`src/sv/kfr_pkg.sv`:
```
`timescale 1ns / 1ps
`default_nettype none
package kfr_pkg;

  // Limits and widths
  localparam int unsigned MAX_LEN   = 4096;
  localparam int unsigned CNT_W     = 13;
  localparam int unsigned BYTE_W    = 8;
  localparam int unsigned CFG_IDX_W = 2;
  localparam int unsigned CFG_W     = 13;
  localparam int unsigned Q_DEPTH   = 2;
  localparam int unsigned Q_PTR_W   = $clog2(Q_DEPTH);
  localparam int unsigned Q_CNT_W   = $clog2(Q_DEPTH + 1);

  // Framing bytes
  localparam logic [BYTE_W-1:0] FEND  = 8'hC0;
  localparam logic [BYTE_W-1:0] FESC  = 8'hDB;
  localparam logic [BYTE_W-1:0] TFEND = 8'hDC;
  localparam logic [BYTE_W-1:0] TFESC = 8'hDD;

  // Register indexes
  localparam logic [CFG_IDX_W-1:0] REG_MAX_PAYLOAD = 2'd0;
  localparam logic [CFG_IDX_W-1:0] REG_LOCAL_TYPE  = 2'd1;
  localparam logic [CFG_IDX_W-1:0] REG_REMOTE_TYPE = 2'd2;

  // Register reset values
  localparam logic [CNT_W-1:0]  MAX_PAYLOAD_RST = 13'd256;
  localparam logic [BYTE_W-1:0] LOCAL_TYPE_RST  = 8'h00;
  localparam logic [BYTE_W-1:0] REMOTE_TYPE_RST = 8'h01;

  typedef enum logic [1:0] {
    EV_DATA = 2'd0,
    EV_DONE = 2'd1,
    EV_ERR  = 2'd2
  } event_t;

  typedef enum logic [2:0] {
    ERR_NONE  = 3'd0,
    ERR_TYPE  = 3'd1,
    ERR_ESC   = 3'd2,
    ERR_OVF   = 3'd3,
    ERR_STRAY = 3'd4
  } err_t;

  // One classified byte as it travels from front to back
  typedef struct packed {
    logic [BYTE_W-1:0] data;
    logic              fend;
    logic              fesc;
    logic              tfend;
    logic              tfesc;
    logic              is_local;
    logic              is_remote;
  } cls_t;

endpackage
`default_nettype wire

```
`src/sv/kfr_front.sv`:
```
`timescale 1ns / 1ps
`default_nettype none
module kfr_front import kfr_pkg::*; (
  input  wire logic [BYTE_W-1:0] rx_byte,
  input  wire logic [BYTE_W-1:0] local_type,
  input  wire logic [BYTE_W-1:0] remote_type,
  output cls_t                   cls
);

  // Tag the byte with every comparison the back end needs
  always_comb begin
    cls.data      = rx_byte;
    cls.fend      = (rx_byte == FEND);
    cls.fesc      = (rx_byte == FESC);
    cls.tfend     = (rx_byte == TFEND);
    cls.tfesc     = (rx_byte == TFESC);
    cls.is_local  = (rx_byte == local_type);
    cls.is_remote = (rx_byte == remote_type);
  end

endmodule
`default_nettype wire

```
`src/sv/kfr_queue.sv`:
```
`timescale 1ns / 1ps
`default_nettype none
module kfr_queue import kfr_pkg::*; (
  input  wire logic clk,
  input  wire logic rst_n,
  input  wire logic push,
  input  wire cls_t push_data,
  output logic      full,
  input  wire logic pop,
  output logic      head_valid,
  output cls_t      head_data
);

  cls_t               entry_r [Q_DEPTH];
  logic [Q_PTR_W-1:0] wr_ptr_r, wr_ptr_nxt;
  logic [Q_PTR_W-1:0] rd_ptr_r, rd_ptr_nxt;
  logic [Q_CNT_W-1:0] count_r, count_nxt;

  assign full       = (count_r == Q_CNT_W'(Q_DEPTH));
  assign head_valid = (count_r != '0);
  assign head_data  = entry_r[rd_ptr_r];

  // Advance pointers and occupancy
  always_comb begin
    wr_ptr_nxt = wr_ptr_r;
    rd_ptr_nxt = rd_ptr_r;
    count_nxt  = count_r;
    if (push) begin
      wr_ptr_nxt = (wr_ptr_r == Q_PTR_W'(Q_DEPTH - 1)) ? '0 : wr_ptr_r + 1'b1;
    end
    if (pop) begin
      rd_ptr_nxt = (rd_ptr_r == Q_PTR_W'(Q_DEPTH - 1)) ? '0 : rd_ptr_r + 1'b1;
    end
    if (push && !pop) begin
      count_nxt = count_r + 1'b1;
    end else if (pop && !push) begin
      count_nxt = count_r - 1'b1;
    end
  end

  always_ff @(posedge clk) begin
    if (!rst_n) begin
      wr_ptr_r <= '0;
      rd_ptr_r <= '0;
      count_r  <= '0;
    end else begin
      wr_ptr_r <= wr_ptr_nxt;
      rd_ptr_r <= rd_ptr_nxt;
      count_r  <= count_nxt;
    end
  end

  // Hold entry payload
  always_ff @(posedge clk) begin
    if (push) begin
      entry_r[wr_ptr_r] <= push_data;
    end
  end

endmodule
`default_nettype wire

```
`src/sv/kfr_back.sv`:
```
`timescale 1ns / 1ps
`default_nettype none
module kfr_back import kfr_pkg::*; (
  input  wire logic              clk,
  input  wire logic              rst_n,
  input  wire logic [CNT_W-1:0]  max_payload,
  input  wire logic              head_valid,
  input  wire cls_t              head_data,
  output logic                   pop,
  output logic                   out_valid,
  input  wire logic              out_ready,
  output logic [1:0]             out_event_res,
  output logic [BYTE_W-1:0]      out_data_byte,
  output logic [BYTE_W-1:0]      out_frame_type,
  output logic                   out_is_remote,
  output logic [CNT_W-1:0]       out_byte_count,
  output logic [2:0]             out_error_kind
);

  // Deframer state
  logic              in_frame_r, in_frame_nxt;
  logic              type_seen_r, type_seen_nxt;
  logic              esc_r, esc_nxt;
  logic              remote_r, remote_nxt;
  logic [BYTE_W-1:0] type_r, type_nxt;
  logic [CNT_W-1:0]  count_r, count_nxt;

  // Result register
  logic              out_valid_r, out_valid_nxt;
  event_t            ev_r, ev_nxt;
  logic [BYTE_W-1:0] data_r, data_nxt;
  logic [BYTE_W-1:0] ftype_r, ftype_nxt;
  logic              rem_r, rem_nxt;
  logic [CNT_W-1:0]  cnt_r, cnt_nxt;
  err_t              err_r, err_nxt;

  logic              emit;
  logic [BYTE_W-1:0] byte_val;
  logic [CNT_W-1:0]  limit;
  logic              go;

  assign limit = (max_payload > CNT_W'(MAX_LEN)) ? CNT_W'(MAX_LEN) : max_payload;
  assign go    = head_valid && (!out_valid_r || out_ready);
  assign pop   = go;

  // Work out one byte's effect on the frame state
  always_comb begin
    in_frame_nxt  = in_frame_r;
    type_seen_nxt = type_seen_r;
    esc_nxt       = esc_r;
    remote_nxt    = remote_r;
    type_nxt      = type_r;
    count_nxt     = count_r;
    emit          = 1'b0;
    byte_val      = head_data.data;
    ev_nxt        = EV_ERR;
    data_nxt      = '0;
    ftype_nxt     = type_r;
    rem_nxt       = remote_r;
    cnt_nxt       = count_r;
    err_nxt       = ERR_NONE;

    if (!in_frame_r) begin
      if (head_data.fend) begin
        in_frame_nxt  = 1'b1;
        type_seen_nxt = 1'b0;
        esc_nxt       = 1'b0;
        count_nxt     = '0;
      end else begin
        emit      = 1'b1;
        ftype_nxt = '0;
        rem_nxt   = 1'b0;
        cnt_nxt   = '0;
        err_nxt   = ERR_STRAY;
      end
    end else if (!type_seen_r) begin
      if (head_data.is_local) begin
        type_seen_nxt = 1'b1;
        remote_nxt    = 1'b0;
        type_nxt      = head_data.data;
      end else if (head_data.is_remote) begin
        type_seen_nxt = 1'b1;
        remote_nxt    = 1'b1;
        type_nxt      = head_data.data;
      end else if (!head_data.fend) begin
        in_frame_nxt = 1'b0;
        esc_nxt      = 1'b0;
        emit         = 1'b1;
        ftype_nxt    = head_data.data;
        rem_nxt      = 1'b0;
        cnt_nxt      = '0;
        err_nxt      = ERR_TYPE;
      end
    end else if (head_data.fend && (count_r != '0)) begin
      // Close a frame that carries payload
      in_frame_nxt = 1'b0;
      esc_nxt      = 1'b0;
      emit         = 1'b1;
      ev_nxt       = EV_DONE;
    end else if (head_data.fend && !esc_r) begin
      // Skip the FEND of an empty frame
    end else if (!esc_r && head_data.fesc) begin
      esc_nxt = 1'b1;
    end else if (esc_r && !head_data.tfend && !head_data.tfesc) begin
      in_frame_nxt = 1'b0;
      esc_nxt      = 1'b0;
      emit         = 1'b1;
      err_nxt      = ERR_ESC;
    end else begin
      if (esc_r) begin
        esc_nxt  = 1'b0;
        byte_val = head_data.tfend ? FEND : FESC;
      end
      emit = 1'b1;
      if (count_r >= limit) begin
        in_frame_nxt = 1'b0;
        esc_nxt      = 1'b0;
        err_nxt      = ERR_OVF;
      end else begin
        count_nxt = count_r + 1'b1;
        cnt_nxt   = count_r + 1'b1;
        ev_nxt    = EV_DATA;
        data_nxt  = byte_val;
      end
    end

    if (go && emit) begin
      out_valid_nxt = 1'b1;
    end else if (out_ready) begin
      out_valid_nxt = 1'b0;
    end else begin
      out_valid_nxt = out_valid_r;
    end
  end

  always_ff @(posedge clk) begin
    if (!rst_n) begin
      in_frame_r  <= 1'b0;
      type_seen_r <= 1'b0;
      esc_r       <= 1'b0;
      remote_r    <= 1'b0;
      type_r      <= '0;
      count_r     <= '0;
      out_valid_r <= 1'b0;
    end else begin
      out_valid_r <= out_valid_nxt;
      if (go) begin
        in_frame_r  <= in_frame_nxt;
        type_seen_r <= type_seen_nxt;
        esc_r       <= esc_nxt;
        remote_r    <= remote_nxt;
        type_r      <= type_nxt;
        count_r     <= count_nxt;
      end
    end
  end

  // Load the result register
  always_ff @(posedge clk) begin
    if (go && emit) begin
      ev_r    <= ev_nxt;
      data_r  <= data_nxt;
      ftype_r <= ftype_nxt;
      rem_r   <= rem_nxt;
      cnt_r   <= cnt_nxt;
      err_r   <= err_nxt;
    end
  end

  assign out_valid      = out_valid_r;
  assign out_event_res  = ev_r;
  assign out_data_byte  = data_r;
  assign out_frame_type = ftype_r;
  assign out_is_remote  = rem_r;
  assign out_byte_count = cnt_r;
  assign out_error_kind = err_r;

endmodule
`default_nettype wire

```
`src/sv/kiss_frame_receiver.sv`:
```
`timescale 1ns / 1ps
`default_nettype none
// KISS/SLIP frame receiver. One received byte enters per item and each item
// yields at most one result: a payload byte, a frame-complete count or an
// error. The block sustains one item per clock while results are taken. A
// byte is classified combinationally as it is accepted into a two-entry
// queue; the back end takes the queue head, updates the frame state and
// loads the output register. The frame state update in the back end sets
// that rate; a held result stalls the back end, and the queue then fills and
// drops in_ready. The user must write registers through the cfg_ port only
// while no item is in flight; the block itself does not enforce this.
module kiss_frame_receiver import kfr_pkg::*; (
  input  wire logic                 clk,
  input  wire logic                 rst_n,
  input  wire logic                 in_valid,
  output logic                      in_ready,
  input  wire logic [BYTE_W-1:0]    in_rx_byte,
  output logic                      out_valid,
  input  wire logic                 out_ready,
  output logic [1:0]                out_event_res,
  output logic [BYTE_W-1:0]         out_data_byte,
  output logic [BYTE_W-1:0]         out_frame_type,
  output logic                      out_is_remote,
  output logic [CNT_W-1:0]          out_byte_count,
  output logic [2:0]                out_error_kind,
  input  wire logic                 cfg_wr_en,
  input  wire logic [CFG_IDX_W-1:0] cfg_idx,
  input  wire logic [CFG_W-1:0]     cfg_data
);

  logic [CNT_W-1:0]  max_payload_r;
  logic [BYTE_W-1:0] local_type_r;
  logic [BYTE_W-1:0] remote_type_r;

  cls_t front_cls;
  cls_t head_data;
  logic q_full;
  logic q_valid;
  logic q_pop;

  // Configuration registers; unknown indexes drop the write
  always_ff @(posedge clk) begin
    if (!rst_n) begin
      max_payload_r <= MAX_PAYLOAD_RST;
      local_type_r  <= LOCAL_TYPE_RST;
      remote_type_r <= REMOTE_TYPE_RST;
    end else if (cfg_wr_en) begin
      case (cfg_idx)
        REG_MAX_PAYLOAD: max_payload_r <= cfg_data[CNT_W-1:0];
        REG_LOCAL_TYPE:  local_type_r  <= cfg_data[BYTE_W-1:0];
        REG_REMOTE_TYPE: remote_type_r <= cfg_data[BYTE_W-1:0];
        default: ;
      endcase
    end
  end

  assign in_ready = !q_full;

  kfr_front u_front (
    .rx_byte     (in_rx_byte),
    .local_type  (local_type_r),
    .remote_type (remote_type_r),
    .cls         (front_cls)
  );

  kfr_queue u_queue (
    .clk        (clk),
    .rst_n      (rst_n),
    .push       (in_valid && !q_full),
    .push_data  (front_cls),
    .full       (q_full),
    .pop        (q_pop),
    .head_valid (q_valid),
    .head_data  (head_data)
  );

  kfr_back u_back (
    .clk            (clk),
    .rst_n          (rst_n),
    .max_payload    (max_payload_r),
    .head_valid     (q_valid),
    .head_data      (head_data),
    .pop            (q_pop),
    .out_valid      (out_valid),
    .out_ready      (out_ready),
    .out_event_res  (out_event_res),
    .out_data_byte  (out_data_byte),
    .out_frame_type (out_frame_type),
    .out_is_remote  (out_is_remote),
    .out_byte_count (out_byte_count),
    .out_error_kind (out_error_kind)
  );

endmodule
`default_nettype wire

```
`config.mk`:
```
export PLATFORM = sky130hd
export DESIGN_NAME = kiss_frame_receiver
export DESIGN_NICKNAME = d
export VERILOG_FILES = /design/src/sv/kfr_pkg.sv /design/src/sv/kfr_front.sv /design/src/sv/kfr_queue.sv /design/src/sv/kfr_back.sv /design/src/sv/kiss_frame_receiver.sv
export SDC_FILE = /design/constraint.sdc
export NUM_CORES = 1
export LEC_CHECK = 0
export ABC_AREA = 0
export CORE_MARGIN = 2
export CORE_UTILIZATION = 39
export CTS_CLUSTER_DIAMETER = 100
export CTS_CLUSTER_SIZE = 40
export DETAILED_ROUTE_END_ITERATION = 6
export DONT_BUFFER_PORTS = 1
export GPL_TIMING_DRIVEN = 0
export HOLD_SLACK_MARGIN = 0.12
export RECOVER_POWER = 25
export SLEW_MARGIN = 20
export SYNTH_ARGS = -nofsm -noshare
export SYNTH_HDL_FRONTEND = slang
export SYNTH_HIERARCHICAL = 1
export SYNTH_SLANG_ARGS = --single-unit
```
`constraint.sdc`:
```
create_clock -name clk -period 5.78 [get_ports clk]
set_input_delay 0.867 -clock clk [delete_from_list [all_inputs] [get_ports clk]]
set_output_delay 0.867 -clock clk [all_outputs]
set_load 0.01 [all_outputs]
```
==> impl_results.md <==
* Status: completed
* Vias in the first global route at 4279
* Detailed Routing Iterations Pass 1 at 5
* Vias per cell at 5.50
* Post-Synthesis Cells at ~570
* Reg2reg path depth at 11
* Final setup TNS at 0 ns
* Peak supply drop at 187 uV
* FF-to-FF End: u_back/out_data_byte[0]$_SDFFCE_PP0P_
* Post-synthesis sequential area ratio at slightly above 50%
* WL/cell at 18.0 um
* H-tree depth at 4
* Worst Hold Class: reg2reg
* First-pass GRT wire length at 23300 um
* Pleak at 2.50 nW
* Initial core utilization at 40.0%
* FFs w/ async S/R, synth at 0%
* RePlAce Congestion at 0.892
* DRC Markers at 0
* Design Area, Final at 6900 um^2
* Die Wd at around 130 um
* # Post-CTS Setup Buffers at 0
* Nets at between 600 and 700
* CTS Hold Bufs at 0
* Slack of the worst reg-to-reg path at 2.34 ns
* Part of the cycle the worst path needs at 59.5%
* Area after DPL at ~6400 um^2
* Clock transition at path regs at approximately 0.05 ns
* Rel. slew slack at 43.2%
* CTS tree: done
* ANT nets after route at 0
* Total track usage at 18.3%
* Total wire length at 14300 um
* YS warnings at 6
* Layout cells sized above 1 at 13.2%
* Synth Register Bits at 123
* Fill count at 1439
* Crit path capture type: flip-flop
* Slew Limit Fails at 0
* Root Buffer: clkbuf_16
* Crit Path Class: reg2reg
* Startpoint types: flip-flop
* RR Startpoint: max_payload_r[12]$_SDFFE_PN0P_
* Number of max-cap violations at 0
* Dominant cell type by area after synthesis: edfxtp_1
* Setup violators final at 0
* Worst-path fanout max at 10
* Post-synthesis cell type count at 68
* FMAX at a little under 300 MHz
* Ranking of synthesized cells by area: edfxtp_1 (31%), dfxtp_1 (20%), mux2i_1 (5.9%)
* Area grow syn2layout at 13.6%
* Post-synth top area share at 31.1%
* Clk buf depth at 2
* GRT overflow at 0
* Mapped Area at about 6100 um^2
* Core area at around 15000 um^2
* Hold Vio Cnt, Final at 0
* Syn Nets at around 620
* Setup Skew at 0.0107 ns
* Via count at 4386
* Worst Setup SP: max_payload_r[12]$_SDFFE_PN0P_
* IO Pins at 65
* Critical path arrival at roughly 3.7 ns
* Crit path capture: u_back/out_data_byte[0]$_SDFFCE_PP0P_
* Row count at 45
* Crit path required time at 6.04 ns
* Initial detailed-routing violation count at ~350
* Pwr dens at about 400 nW/um^2
* RSZ-0062 raised after global routing: false
* EDFF count, synth at 63
* Initial antenna violation count at 1
* PortBufs at 0
* Min cycle time layout at 3.44 ns
* Worst skew pair latency at 0.41 ns
* Post-DP HPWL at around 11000 um
* Largest net degree at the start of global routing at 17
* Tightest Pin Transition at about 0.85 ns
* Mean Syn Cell Area at between 10 and 15 um^2
* Cts repair resizes at 0
* Die area at 16600 um^2
* Clk sinks at 123
* Die span in y at 129 um
* Primary FF master, synth: edfxtp_1
* CTS buffer count at 17
==> per-stage QoR <==
step	hold WS [ns]	util [%]	total power (W)	instances	setup slack, ns
after floorplan	0.430	-	0.00156	573	1.19
after global placement	0.445	41.5	0.00169	761	0.115
after detailed placement	0.451	41.8	0.00172	764	2.31
after CTS	0.459	45.7	0.00277	796	2.30
after global routing	0.471	45.4	0.00287	797	2.00
final	0.454	45.4	0.00274	797	2.34
==> worst min-delay path by stage <==
stage               cells after the start  slack [ns]                       endpoint                           from
floorplan                               2        0.43  max_payload_r[0]$_SDFFE_PN0P_  max_payload_r[0]$_SDFFE_PN0P_
global placement                        2        0.45  max_payload_r[0]$_SDFFE_PN0P_  max_payload_r[0]$_SDFFE_PN0P_
detailed placement                      2        0.45  max_payload_r[0]$_SDFFE_PN0P_  max_payload_r[0]$_SDFFE_PN0P_
CTS                                     2        0.46  max_payload_r[1]$_SDFFE_PN0P_  max_payload_r[1]$_SDFFE_PN0P_
global route                            2        0.47  max_payload_r[1]$_SDFFE_PN0P_  max_payload_r[1]$_SDFFE_PN0P_
finish                                  2        0.45  max_payload_r[0]$_SDFFE_PN0P_  max_payload_r[0]$_SDFFE_PN0P_
==> placed cells by master (no fill, tap or decap), types with 5 or more instances in the layout <==
cell type	count
dfxtp_1	60
clkbuf_4	6
nand4_1	9
mux2_2	14
buf_2	7
nor3_1	5
a22o_1	8
nor3b_1	7
xnor2_1	17
nor2_1	31
or4_1	7
clkbuf_1	30
o211ai_1	10
o21ai_0	13
a31oi_1	22
nor2b_1	14
and2_1	11
inv_1	15
nand2_1	72
mux2i_1	36
edfxtp_1	63
nand3_1	15
a21oi_1	7
o21a_1	5
clkbuf_16	18
ha_1	16
a21o_1	5
==> registers in the layout, summed over array words and instances (netlist names), named ones only <==
register / cells
u_queue/wr_ptr_r: 1
u_back/out_data_byte: 8
u_queue/rd_ptr_r: 1
u_back/esc_r: 1
u_back/in_frame_r: 1
remote_type_r: 8
u_queue/entry_r: 28
u_back/out_frame_type: 8
u_back/out_error_kind: 3
local_type_r: 8
u_back/count_r: 13
u_back/out_byte_count: 13
u_back/out_is_remote: 1
u_back/out_event_res: 2
u_back/remote_r: 1
u_queue/count_r: 2
u_back/type_r: 8
u_back/type_seen_r: 1
u_back/out_valid: 1
max_payload_r: 13
==> cell type report <==
class                      count  area (um^2)  area share [%]
multi-input combinational    390         2680            38.8
clock buffer                  22          475            6.89
timing repair buffer           3         26.3           0.381
sequential                   123         3090            44.8
inverter                      15         56.3           0.816
antenna                        1         2.50          0.0363
buffer                        45          223            3.23
tap                          188          235            3.41
clock inverter                10          114            1.65
==> worst max-delay path: stages, from the launching register on <==
cell and delay [ns]:
dfxtp_1 0.33, inv_1 0.09, clkbuf_1 0.33, nand2_1 0.11, ha_1 0.30, a211o_1 0.26
a311oi_1 0.26, o22ai_1 0.22, nor3_1 0.43, clkbuf_1 0.49, nand3_1 0.27, nor2_1 0.19
==> routing by layer <==
layer | wire, um | GRT usage (%) | share of wire [%]
met2 | 6420 | 27.7 | 45
met4 | 209 | 5.82 | 1.5
met3 | 758 | 4.86 | 5.3
met1 | 6950 | 25.6 | 48
met5 | 0 | 0 | 0
==> cells in the mapped netlist, types with 3 or more instances <==
library cell  instances
buf_4                10
or3_1                 4
nor3b_1               4
a31oi_1              22
xnor2_1              17
and2_1               11
a22o_1                8
nand2b_1              3
ha_1                 16
clkbuf_1             22
or2_2                 3
nand3_1              15
edfxtp_1             63
o21a_1                5
nor2b_1              15
mux2i_1              36
or4_1                 7
inv_1                15
o211ai_1             10
o21ai_0              13
dfxtp_1              60
nor4_1                3
buf_2                 9
nand2_1              72
mux2_2               14
nor3_1                7
and4_1                3
a21oi_1               7
nor2_1               31
o31ai_1               4
nand4_1               9
a21o_1                5
==> power by group <==
group          switching [W]  internal, W  leakage, nW
registers          0.0000952      0.00109         1.08
logic               0.000326     0.000183         1.13
clock network       0.000371     0.000671        0.286
==> cell families (layout without fill, tap and decap cells) <==
| logic type | after synthesis | after routing | synth area share, % |
|---|---|---|---|
| AND/OR/NAND/NOR | 205 | 205 | 18.0 |
| flip-flops | 123 | 123 | 50.9 |
| AO/OA/AOI/OAI | 100 | 100 | 11.6 |
| buffers and inverters | 60 | 95 | 4.94 |
| multiplexers | 50 | 50 | 8.53 |
| XOR/XNOR | 19 | 19 | 2.74 |
| adder cells (fa/ha/maj) | 16 | 16 | 3.30 |
| other | 0 | 1 | 0 |
Note: power is estimated with default switching activity, not from simulation.
